[src/hw/rtl/clcd_pkg.sv]
`timescale 1ns / 1ps
// ----------------------------------------------------------------------------
// clcd_pkg
// Sizes, codes and shared types of the character LCD text terminal.
// ----------------------------------------------------------------------------
package clcd_pkg;

	localparam int NUM_COLS = 16;
	localparam int NUM_ROWS = 2;
	localparam int TAB_STOP = 4;

	localparam int DEPTH = NUM_ROWS * NUM_COLS;
	localparam int ADDR_W = $clog2(DEPTH);
	localparam int COL_W = $clog2(NUM_COLS + 1);
	localparam int ROW_W = $clog2(NUM_ROWS + 1);
	localparam int CI_W = $clog2(NUM_COLS);
	localparam int COPY_N = (NUM_ROWS - 1) * NUM_COLS;
	localparam int MASK_N = 2 ** COL_W;

	localparam logic [1:0] CMD_PRINT = 2'd0;
	localparam logic [1:0] CMD_BEGIN = 2'd1;
	localparam logic [1:0] CMD_END = 2'd2;

	localparam logic [7:0] CH_BS = 8'h08;
	localparam logic [7:0] CH_TAB = 8'h09;
	localparam logic [7:0] CH_LF = 8'h0A;
	localparam logic [7:0] CH_FF = 8'h0C;
	localparam logic [7:0] CH_CR = 8'h0D;
	localparam logic [7:0] CH_SPACE = 8'h20;

	localparam logic [7:0] SET_DDRAM = 8'h80;
	localparam logic [7:0] ROW_ODD_OFS = 8'h40;

	// columns that are tab stops
	function automatic logic [MASK_N-1:0] tab_mask();
		logic [MASK_N-1:0] m;
		m = '0;
		for (int i = 0; i < MASK_N; i++) begin
			m[i] = ((i % TAB_STOP) == 0);
		end
		return m;
	endfunction

	localparam logic [MASK_N-1:0] TAB_MASK = tab_mask();

	// set-ddram-address command for a row
	function automatic logic [7:0] ddram_cmd(input logic [ROW_W-1:0] r);
		logic [2:0] rx;
		logic [7:0] a;
		rx = 3'(r);
		a = SET_DDRAM;
		if (rx[0]) begin
			a = a + ROW_ODD_OFS;
		end
		if (rx[1]) begin
			a = a + 8'(NUM_COLS);
		end
		return a;
	endfunction

	typedef struct packed {
		logic latch;
		logic set_batch;
		logic clr_batch;
		logic bs;
		logic cr;
		logic lf;
		logic ff;
		logic wrap;
		logic store_char;
		logic store_space;
		logic scr_rd;
		logic scr_wr;
		logic scr_clr;
		logic rdr_start;
		logic emit_addr;
		logic emit_cell;
	} ctl_cmd_t;

	typedef struct packed {
		logic [1:0] cmd;
		logic is_bs;
		logic is_cr;
		logic is_lf;
		logic is_ff;
		logic is_tab;
		logic batching;
		logic row_full;
		logic tab_stop;
		logic scr_last;
		logic out_free;
		logic rdr_last_col;
		logic rdr_last_row;
	} dp_stat_t;

endpackage

[src/hw/rtl/char_lcd_text_terminal_top.sv]
`timescale 1ns / 1ps
// ----------------------------------------------------------------------------
// char_lcd_text_terminal_top
// Text terminal that keeps a character screen and streams LCD redraws.
// ----------------------------------------------------------------------------
// One transaction is taken at a time; in_stall stays high until its work and
// any redraw are done. A printed character that runs past the last row first
// scrolls the screen, copying each cell below the first row up by one row and
// then clearing the last row. A tab stores spaces up to the next tab stop in
// place of the single character store. A redraw then streams
// rows*(cols+1) bytes, 34 at 2x16, one per cycle through the screen store
// and the output register, slower only when out_stall is held.
// The screen is empty straight out of reset, with no clearing pass.
module char_lcd_text_terminal_top import clcd_pkg::*; (
	input  logic        clk,
	input  logic        arst_n,
	input  logic        in_valid,
	output logic        in_stall,
	input  logic [1:0]  cmd,
	input  logic [7:0]  char_code,
	output logic        out_valid,
	input  logic        out_stall,
	output logic        is_data,
	output logic [7:0]  lcd_byte,
	output logic        last
);

	ctl_cmd_t ctl;
	dp_stat_t stat;

	clcd_ctrl u_ctrl (
		.clk      (clk),
		.arst_n   (arst_n),
		.in_valid (in_valid),
		.in_stall (in_stall),
		.stat     (stat),
		.ctl      (ctl)
	);

	clcd_dp u_dp (
		.clk       (clk),
		.arst_n    (arst_n),
		.cmd       (cmd),
		.char_code (char_code),
		.out_stall (out_stall),
		.out_valid (out_valid),
		.is_data   (is_data),
		.lcd_byte  (lcd_byte),
		.last      (last),
		.ctl       (ctl),
		.stat      (stat)
	);

endmodule

[src/hw/rtl/clcd_ctrl.sv]
`timescale 1ns / 1ps
// ----------------------------------------------------------------------------
// clcd_ctrl
// Sequencer: decodes a transaction, steps cursor, scroll and redraw.
// ----------------------------------------------------------------------------
module clcd_ctrl import clcd_pkg::*; (
	input  logic      clk,
	input  logic      arst_n,
	input  logic      in_valid,
	output logic      in_stall,
	input  dp_stat_t  stat,
	output ctl_cmd_t  ctl
);

	localparam logic [3:0] S_IDLE = 4'd0;
	localparam logic [3:0] S_DECODE = 4'd1;
	localparam logic [3:0] S_WRAP = 4'd2;
	localparam logic [3:0] S_SCRCHK = 4'd3;
	localparam logic [3:0] S_SCR_RD = 4'd4;
	localparam logic [3:0] S_SCR_WR = 4'd5;
	localparam logic [3:0] S_SCR_CLR = 4'd6;
	localparam logic [3:0] S_STORE = 4'd7;
	localparam logic [3:0] S_TAB = 4'd8;
	localparam logic [3:0] S_TAB_CHK = 4'd9;
	localparam logic [3:0] S_FINISH = 4'd10;
	localparam logic [3:0] S_RDR_ADDR = 4'd11;
	localparam logic [3:0] S_RDR_CELL = 4'd12;

	logic [3:0] state_q;
	logic [3:0] state_d;

	assign in_stall = (state_q != S_IDLE);

	always_comb begin
		state_d = state_q;
		ctl = '0;
		case (state_q)
			S_IDLE: begin
				if (in_valid) begin
					ctl.latch = 1'b1;
					state_d = S_DECODE;
				end
			end
			S_DECODE: begin
				case (stat.cmd)
					CMD_PRINT: begin
						if (stat.is_bs) begin
							ctl.bs = 1'b1;
							state_d = S_FINISH;
						end else if (stat.is_cr) begin
							ctl.cr = 1'b1;
							state_d = S_FINISH;
						end else if (stat.is_lf) begin
							ctl.lf = 1'b1;
							state_d = S_FINISH;
						end else if (stat.is_ff) begin
							ctl.ff = 1'b1;
							state_d = S_FINISH;
						end else begin
							state_d = S_WRAP;
						end
					end
					CMD_BEGIN: begin
						ctl.set_batch = 1'b1;
						state_d = S_IDLE;
					end
					CMD_END: begin
						if (stat.batching) begin
							ctl.clr_batch = 1'b1;
							ctl.rdr_start = 1'b1;
							state_d = S_RDR_ADDR;
						end else begin
							state_d = S_IDLE;
						end
					end
					default: begin
						state_d = S_IDLE;
					end
				endcase
			end
			S_WRAP: begin
				ctl.wrap = 1'b1;
				state_d = S_SCRCHK;
			end
			S_SCRCHK: begin
				if (stat.row_full) begin
					state_d = (COPY_N == 0) ? S_SCR_CLR : S_SCR_RD;
				end else begin
					state_d = stat.is_tab ? S_TAB : S_STORE;
				end
			end
			S_SCR_RD: begin
				ctl.scr_rd = 1'b1;
				state_d = S_SCR_WR;
			end
			S_SCR_WR: begin
				ctl.scr_wr = 1'b1;
				state_d = stat.scr_last ? S_SCR_CLR : S_SCR_RD;
			end
			S_SCR_CLR: begin
				ctl.scr_clr = 1'b1;
				state_d = stat.is_tab ? S_TAB : S_STORE;
			end
			S_STORE: begin
				ctl.store_char = 1'b1;
				state_d = S_FINISH;
			end
			S_TAB: begin
				ctl.store_space = 1'b1;
				state_d = S_TAB_CHK;
			end
			S_TAB_CHK: begin
				state_d = stat.tab_stop ? S_FINISH : S_TAB;
			end
			S_FINISH: begin
				if (stat.batching) begin
					state_d = S_IDLE;
				end else begin
					ctl.rdr_start = 1'b1;
					state_d = S_RDR_ADDR;
				end
			end
			S_RDR_ADDR: begin
				if (stat.out_free) begin
					ctl.emit_addr = 1'b1;
					state_d = S_RDR_CELL;
				end
			end
			S_RDR_CELL: begin
				if (stat.out_free) begin
					ctl.emit_cell = 1'b1;
					if (stat.rdr_last_col) begin
						state_d = stat.rdr_last_row ? S_IDLE : S_RDR_ADDR;
					end
				end
			end
			default: begin
				state_d = S_IDLE;
			end
		endcase
	end

	always_ff @(posedge clk or negedge arst_n) begin
		if (!arst_n) begin
			state_q <= S_IDLE;
		end else begin
			state_q <= state_d;
		end
	end

endmodule

[src/hw/rtl/clcd_dp.sv]
`timescale 1ns / 1ps
// ----------------------------------------------------------------------------
// clcd_dp
// Datapath: screen store, cursor, batching flag and output register.
// ----------------------------------------------------------------------------
module clcd_dp import clcd_pkg::*; (
	input  logic        clk,
	input  logic        arst_n,
	input  logic [1:0]  cmd,
	input  logic [7:0]  char_code,
	input  logic        out_stall,
	output logic        out_valid,
	output logic        is_data,
	output logic [7:0]  lcd_byte,
	output logic        last,
	input  ctl_cmd_t    ctl,
	output dp_stat_t    stat
);

	logic [1:0]        cmd_q;
	logic [7:0]        char_q;
	logic [COL_W-1:0]  col_q;
	logic [ROW_W-1:0]  row_q;
	logic              batch_q;
	logic [ADDR_W-1:0] scr_cnt_q;
	logic [ROW_W-1:0]  rdr_row_q;
	logic [CI_W-1:0]   rdr_col_q;

	logic [7:0]        mem_q [DEPTH];
	logic [DEPTH-1:0]  vld_q;
	logic [7:0]        rd_q;
	logic              rd_vld_q;

	logic              out_valid_q;
	logic              is_data_q;
	logic [7:0]        lcd_byte_q;
	logic              last_q;

	logic              col_full;
	logic              row_full;
	logic              rdr_last_col;
	logic              rdr_last_row;
	logic [7:0]        rd_byte;
	logic              rd_en;
	logic [ADDR_W-1:0] rd_addr;
	logic              wr_en;
	logic [ADDR_W-1:0] wr_addr;
	logic [7:0]        wr_data;
	logic              out_load;

	assign col_full = (col_q >= COL_W'(NUM_COLS));
	assign row_full = (row_q >= ROW_W'(NUM_ROWS));
	assign rdr_last_col = (rdr_col_q == CI_W'(NUM_COLS - 1));
	assign rdr_last_row = (rdr_row_q == ROW_W'(NUM_ROWS - 1));
	assign rd_byte = rd_vld_q ? rd_q : 8'h00;
	assign out_load = ctl.emit_addr | ctl.emit_cell;

	// read port: scroll source, or the next cell of the redraw
	always_comb begin
		rd_en = 1'b0;
		rd_addr = '0;
		if (ctl.scr_rd) begin
			rd_en = 1'b1;
			rd_addr = ADDR_W'(int'(scr_cnt_q) + NUM_COLS);
		end else if (ctl.emit_addr) begin
			rd_en = 1'b1;
			rd_addr = ADDR_W'(int'(rdr_row_q) * NUM_COLS);
		end else if (ctl.emit_cell && !rdr_last_col) begin
			rd_en = 1'b1;
			rd_addr = ADDR_W'(int'(rdr_row_q) * NUM_COLS + int'(rdr_col_q) + 1);
		end
	end

	// write port: scroll copy, or character or tab space at the cursor
	always_comb begin
		wr_en = 1'b0;
		wr_addr = ADDR_W'(int'(row_q) * NUM_COLS + int'(col_q));
		wr_data = char_q;
		if (ctl.scr_wr) begin
			wr_en = 1'b1;
			wr_addr = scr_cnt_q;
			wr_data = rd_byte;
		end else if (ctl.store_char) begin
			wr_en = 1'b1;
		end else if (ctl.store_space) begin
			wr_en = 1'b1;
			wr_data = CH_SPACE;
		end
	end

	always_ff @(posedge clk) begin
		if (wr_en) begin
			mem_q[wr_addr] <= wr_data;
		end
		if (rd_en) begin
			rd_q <= mem_q[rd_addr];
		end
	end

	always_ff @(posedge clk or negedge arst_n) begin
		if (!arst_n) begin
			vld_q <= '0;
			rd_vld_q <= 1'b0;
		end else begin
			if (rd_en) begin
				rd_vld_q <= vld_q[rd_addr];
			end
			if (ctl.ff) begin
				vld_q <= '0;
			end else if (ctl.scr_clr) begin
				for (int i = COPY_N; i < DEPTH; i++) begin
					vld_q[i] <= 1'b0;
				end
			end else if (wr_en) begin
				vld_q[wr_addr] <= 1'b1;
			end
		end
	end

	always_ff @(posedge clk) begin
		if (ctl.latch) begin
			cmd_q <= cmd;
			char_q <= char_code;
		end
	end

	// cursor, batching flag, scroll and redraw counters
	always_ff @(posedge clk or negedge arst_n) begin
		if (!arst_n) begin
			col_q <= '0;
			row_q <= '0;
			batch_q <= 1'b0;
			scr_cnt_q <= '0;
			rdr_row_q <= '0;
			rdr_col_q <= '0;
		end else begin
			if (ctl.set_batch) begin
				batch_q <= 1'b1;
			end else if (ctl.clr_batch) begin
				batch_q <= 1'b0;
			end

			if (ctl.bs) begin
				if (col_q != '0) begin
					col_q <= col_q - 1'b1;
				end
			end else if (ctl.cr) begin
				col_q <= '0;
			end else if (ctl.lf) begin
				if (!row_full) begin
					row_q <= row_q + 1'b1;
				end
			end else if (ctl.ff) begin
				col_q <= '0;
				row_q <= '0;
			end else if (ctl.wrap) begin
				if (col_full) begin
					col_q <= '0;
					if (!row_full) begin
						row_q <= row_q + 1'b1;
					end
				end
			end else if (ctl.scr_clr) begin
				row_q <= ROW_W'(NUM_ROWS - 1);
			end else if (ctl.store_char || ctl.store_space) begin
				col_q <= col_q + 1'b1;
			end

			if (ctl.scr_clr) begin
				scr_cnt_q <= '0;
			end else if (ctl.scr_wr) begin
				scr_cnt_q <= scr_cnt_q + 1'b1;
			end

			if (ctl.rdr_start) begin
				rdr_row_q <= '0;
				rdr_col_q <= '0;
			end else if (ctl.emit_cell) begin
				if (rdr_last_col) begin
					rdr_col_q <= '0;
					rdr_row_q <= rdr_row_q + 1'b1;
				end else begin
					rdr_col_q <= rdr_col_q + 1'b1;
				end
			end
		end
	end

	// output register
	always_ff @(posedge clk or negedge arst_n) begin
		if (!arst_n) begin
			out_valid_q <= 1'b0;
		end else if (out_load) begin
			out_valid_q <= 1'b1;
		end else if (!out_stall) begin
			out_valid_q <= 1'b0;
		end
	end

	always_ff @(posedge clk) begin
		if (ctl.emit_addr) begin
			is_data_q <= 1'b0;
			lcd_byte_q <= ddram_cmd(rdr_row_q);
			last_q <= 1'b0;
		end else if (ctl.emit_cell) begin
			is_data_q <= 1'b1;
			lcd_byte_q <= (rd_byte == 8'h00) ? CH_SPACE : rd_byte;
			last_q <= rdr_last_col & rdr_last_row;
		end
	end

	assign out_valid = out_valid_q;
	assign is_data = is_data_q;
	assign lcd_byte = lcd_byte_q;
	assign last = last_q;

	always_comb begin
		stat.cmd = cmd_q;
		stat.is_bs = (char_q == CH_BS);
		stat.is_cr = (char_q == CH_CR);
		stat.is_lf = (char_q == CH_LF);
		stat.is_ff = (char_q == CH_FF);
		stat.is_tab = (char_q == CH_TAB);
		stat.batching = batch_q;
		stat.row_full = row_full;
		stat.tab_stop = col_full | TAB_MASK[col_q];
		stat.scr_last = (scr_cnt_q == ADDR_W'(COPY_N - 1));
		stat.out_free = !out_valid_q || !out_stall;
		stat.rdr_last_col = rdr_last_col;
		stat.rdr_last_row = rdr_last_row;
	end

endmodule

[config.mk]
export PLATFORM = sky130hd
export DESIGN_NAME = char_lcd_text_terminal_top
export DESIGN_NICKNAME = d
export VERILOG_FILES = /design/src/hw/rtl/clcd_pkg.sv /design/src/hw/rtl/char_lcd_text_terminal_top.sv /design/src/hw/rtl/clcd_ctrl.sv /design/src/hw/rtl/clcd_dp.sv
export SDC_FILE = /design/constraint.sdc
export NUM_CORES = 1
export LEC_CHECK = 0
export ABC_CLOCK_PERIOD_IN_PS = 2800
export BUFFER_PORTS_ARGS = -buffer_cell sky130_fd_sc_hd__buf_4
export CAP_MARGIN = 25
export CELL_PAD_IN_SITES_DETAIL_PLACEMENT = 0
export CELL_PAD_IN_SITES_GLOBAL_PLACEMENT = 1
export CORE_MARGIN = 4
export CORE_UTILIZATION = 47
export CTS_CLUSTER_DIAMETER = 60
export DETAILED_ROUTE_END_ITERATION = 8
export HOLD_SLACK_MARGIN = 0.02
export PLACE_DENSITY_LB_ADDON = 0.1
export SYNTH_ARGS = -nofsm -noshare
export SYNTH_HDL_FRONTEND = slang
export SYNTH_SLANG_ARGS = --single-unit
[constraint.sdc]
create_clock -name clk -period 2.8 [get_ports clk]
set_input_delay 0.14 -clock clk [delete_from_list [all_inputs] [get_ports clk]]
set_output_delay 0.14 -clock clk [all_outputs]
set_load 0.005 [all_outputs]
==> results.cfg <==
[timing]
fin_skew_ps = 14.94
period_minus_slack_ps = 2748
hold_violations = 0
finalSetupTns_ps = 0
maxSlewViolCount = 0
worstMarginPinSlew_ps = 905.1
rsz0062_at_grt = true
holdWs_ps = 118.1
timing.fmax_mhz = 363.8
period_share = 0.9816
setup_viol = 0
fin_ws_ps = 51.54
worst_slew_margin_rel = 0.3944

[placed_design]
numPortBuffers = 25
hpwlAfterDp_um = 26070
gp_congestion = 0.9013
dp_slack_ps = -31.54
dp_cells = 1634
dpl_cell_area_um2 = 16200

[clock_network]
h-tree-depth = 2
root_buffer = clkbuf_16
clock_path_buffers = 3
cts_setup_buffers = 0
cts_buffers = 38
clk_pin_slew_worst_paths_ps = 60
clock_latency_ps = 520
cts_tree = yes
clock-sinks = 341

[synthesis]
ys_warn_count = 0
synth_ff_type = edfxtp_1
yosysSeqAreaShare = 0.6739
netlist_instances = 1166
synth_area_um2 = 14740
synth_cell_types = 67
synth_fp_nets = 1188
avgSynthCellArea_um2 = 12.64
synth_seq_cells = 341
synth_edf_count = 282
ys_async_sr_fraction = 0.1672

[outcome]
outcome = complete, no violations

[critical_path]
cp.required_ps = 3190
slowest_stage = or4b_4
end_kind = register
cp.arrival_ps = 3140
cp-startpoint = u_ctrl.state_q[1]
critPathTopFamily = simple AND/OR/NAND/NOR gates
cp_num_buf_inv = 1
worstSetupStartpointType = register
critPathMaxFanout = 12
cp_cell_sequence = buf_4, or4b_4, or4_4, nor4b_4, a311oi_1, o22a_2, a21oi_1, a31oi_1
critical-path-max-stage-delay_ps = 530
crit_type = reg2reg
r2r-start = u_ctrl.state_q[1]

[cells_and_area]
regArea_um2 = 9937
drive_above_1_share = 0.1807
fin_util = 0.5767
finalInstanceArea_um2 = 17730
multi_input_area_um2 = 4543
area_delta_synth_final_pct = 20.29
nets = 1316
nFillCells = 2527
finalNonFillerCells = 1719
n_antenna_cell = 0

[power_and_ir_drop]
switching_share = 0.3003
peakVddDrop_mv = 0.4399
p_clk_frac = 0.314
total_leakage_power_nw = 6.637
power_switching_mw = 4.419
seqPwrFrac = 0.457
p_total_mw = 14.71
internal_power_mw = 10.30
p_per_area_nw_per_um2 = 829.8
combPwrFrac = 0.228

[route]
drc = 0
postRouteAntennaNets = 0
vias_per_cell = 6.018
first_pass_iters = 5
drt-initial-drc-count = 880
wirelength_um = 41800
wl_per_cell_um = 24.31
vias = 10350

[floorplanning]
die_h_um = 185.1
num_rows = 64
dieWidth_um = 185.1
die-area_um2 = 34260
io_pins = 26
start_util = 0.4794
core_area_um2 = 30750

[grt]
grt_max_degree = 58
grt_use_total = 0.2363
grt_overflow = 0
antenna_found_initial = 4
grt_pass1_wl_um = 61050
grt_pass1_vias = 10020

[worst_hold_path]
hp-class = in2reg
hp-start = out_stall

[flow_run]
cap_violations = 0
-- state kept, by name, summed over array words and instances (netlist names) --
| name | flops |
|---|---|
| u_ctrl.state_q | 4 |
| u_dp.batch_q | 1 |
| u_dp.char_q | 8 |
| u_dp.cmd_q | 2 |
| u_dp.col_q | 5 |
| u_dp.is_data | 1 |
| u_dp.last | 1 |
| u_dp.lcd_byte | 8 |
| u_dp.mem_q | 256 |
| u_dp.out_valid | 1 |
| u_dp.rd_q | 8 |
| u_dp.rd_vld_q | 1 |
| u_dp.rdr_col_q | 4 |
| u_dp.rdr_row_q | 2 |
| u_dp.row_q | 2 |
| u_dp.scr_cnt_q | 5 |
| u_dp.vld_q | 32 |
-- layer usage --
| layer | share of wire | vias up | GRT usage | routed length [um] |
|---|---|---|---|---|
| met3 | 0.071 | 76 | 0.03947 | 2981 |
| met4 | 0.024 | 2 | 0.05578 | 1012 |
| met1 | 0.44 | 5145 | 0.3419 | 18340 |
| met5 | 0.00017 | - | 0 | 7 |
| met2 | 0.47 | 345 | 0.3789 | 19450 |
| li1 | - | 4777 | - | - |
-- kinds of logic after synthesis --
| group | share of synthesized area |
|---|---|
| AOI/OAI and AO/OA | 0.1424 |
| DFF | 0.6739 |
| xor gates and xnor gates | 0.005347 |
| muxes | 0.001358 |
| and+or+nand+nor | 0.1440 |
| buffers and inverters | 0.02546 |
| adders and majority gates | 0.007469 |
-- repair_timing --
item                       in CTS  in global routing
hold buffers                   11                  0
hold endpoints to repair       67                  0
gates resized for setup         3                 32
pin swaps                       0                  3
cloned                          0                  5
setup endpoints to repair       3                 14
-- cell usage after synthesis (all sizes together) (16+ instances only) --
master,count,share of area
nand3,19,0.0073
buf,29,0.0099
dfrtp,57,0.097
nor2,66,0.017
and3,113,0.048
o21a,19,0.0097
a21oi,21,0.0074
o21ai,56,0.019
a21o,16,0.0081
a211oi,108,0.055
edfxtp,282,0.57
nand2,129,0.033
o22ai,18,0.0076
clkbuf,47,0.012
a31oi,36,0.015
nor3,26,0.0092
-- path summary, 6_finish.rpt --
path                       depth (start not counted)  slack, ps           endpoint
hold reg to reg                                    1        470      u_dp.vld_q[0]
min in group asynchronous                          2        250      u_dp.col_q[0]
max in group asynchronous                          2       2000  u_ctrl.state_q[3]
hold / removal                                     4        120     u_dp.out_valid
setup reg to reg                                   8         50      u_dp.col_q[3]
setup / recovery                                   8         50      u_dp.col_q[3]
-- worst reg2reg max path: stages, from the launching register on --
cell	delay (ps)
dfrtp_1	390
buf_4	190
or4b_4	530
or4_4	490
nor4b_4	390
a311oi_1	130
o22a_2	300
a21oi_1	140
a31oi_1	50
-- layout by cell type (no fill, tap or decap), types with 23 or more instances in the layout --
| cell type | instances |
|---|---|
| nor2_1 | 66 |
| o21ai_0 | 47 |
| nor3_1 | 23 |
| clkbuf_16 | 44 |
| edfxtp_1 | 282 |
| a31oi_1 | 36 |
| dfrtp_1 | 55 |
| nand2_1 | 126 |
| and3_1 | 113 |
| a211oi_1 | 104 |
| buf_4 | 133 |
-- power groups by stage --
stage,Sequential [mW],Combinational (mW),Clock [mW]
floorplan,6.61,1.98,0
CTS,6.71,3.26,4.71
global route,6.77,3.66,4.92
global placement,6.80,3.22,0
finish,6.73,3.36,4.63
detailed placement,6.82,3.23,0
-- final cells by class --
class	instances	area share
Sequential cell	341	0.5604
Multi-Input combinational cell	735	0.2562
Timing Repair Buffer	164	0.08693
Clock buffer	54	0.05934
Tap cell	396	0.02794
Clock inverter	15	0.006209
Inverter	14	0.002964
No activity file was read; power rests on OpenSTA's default activity.
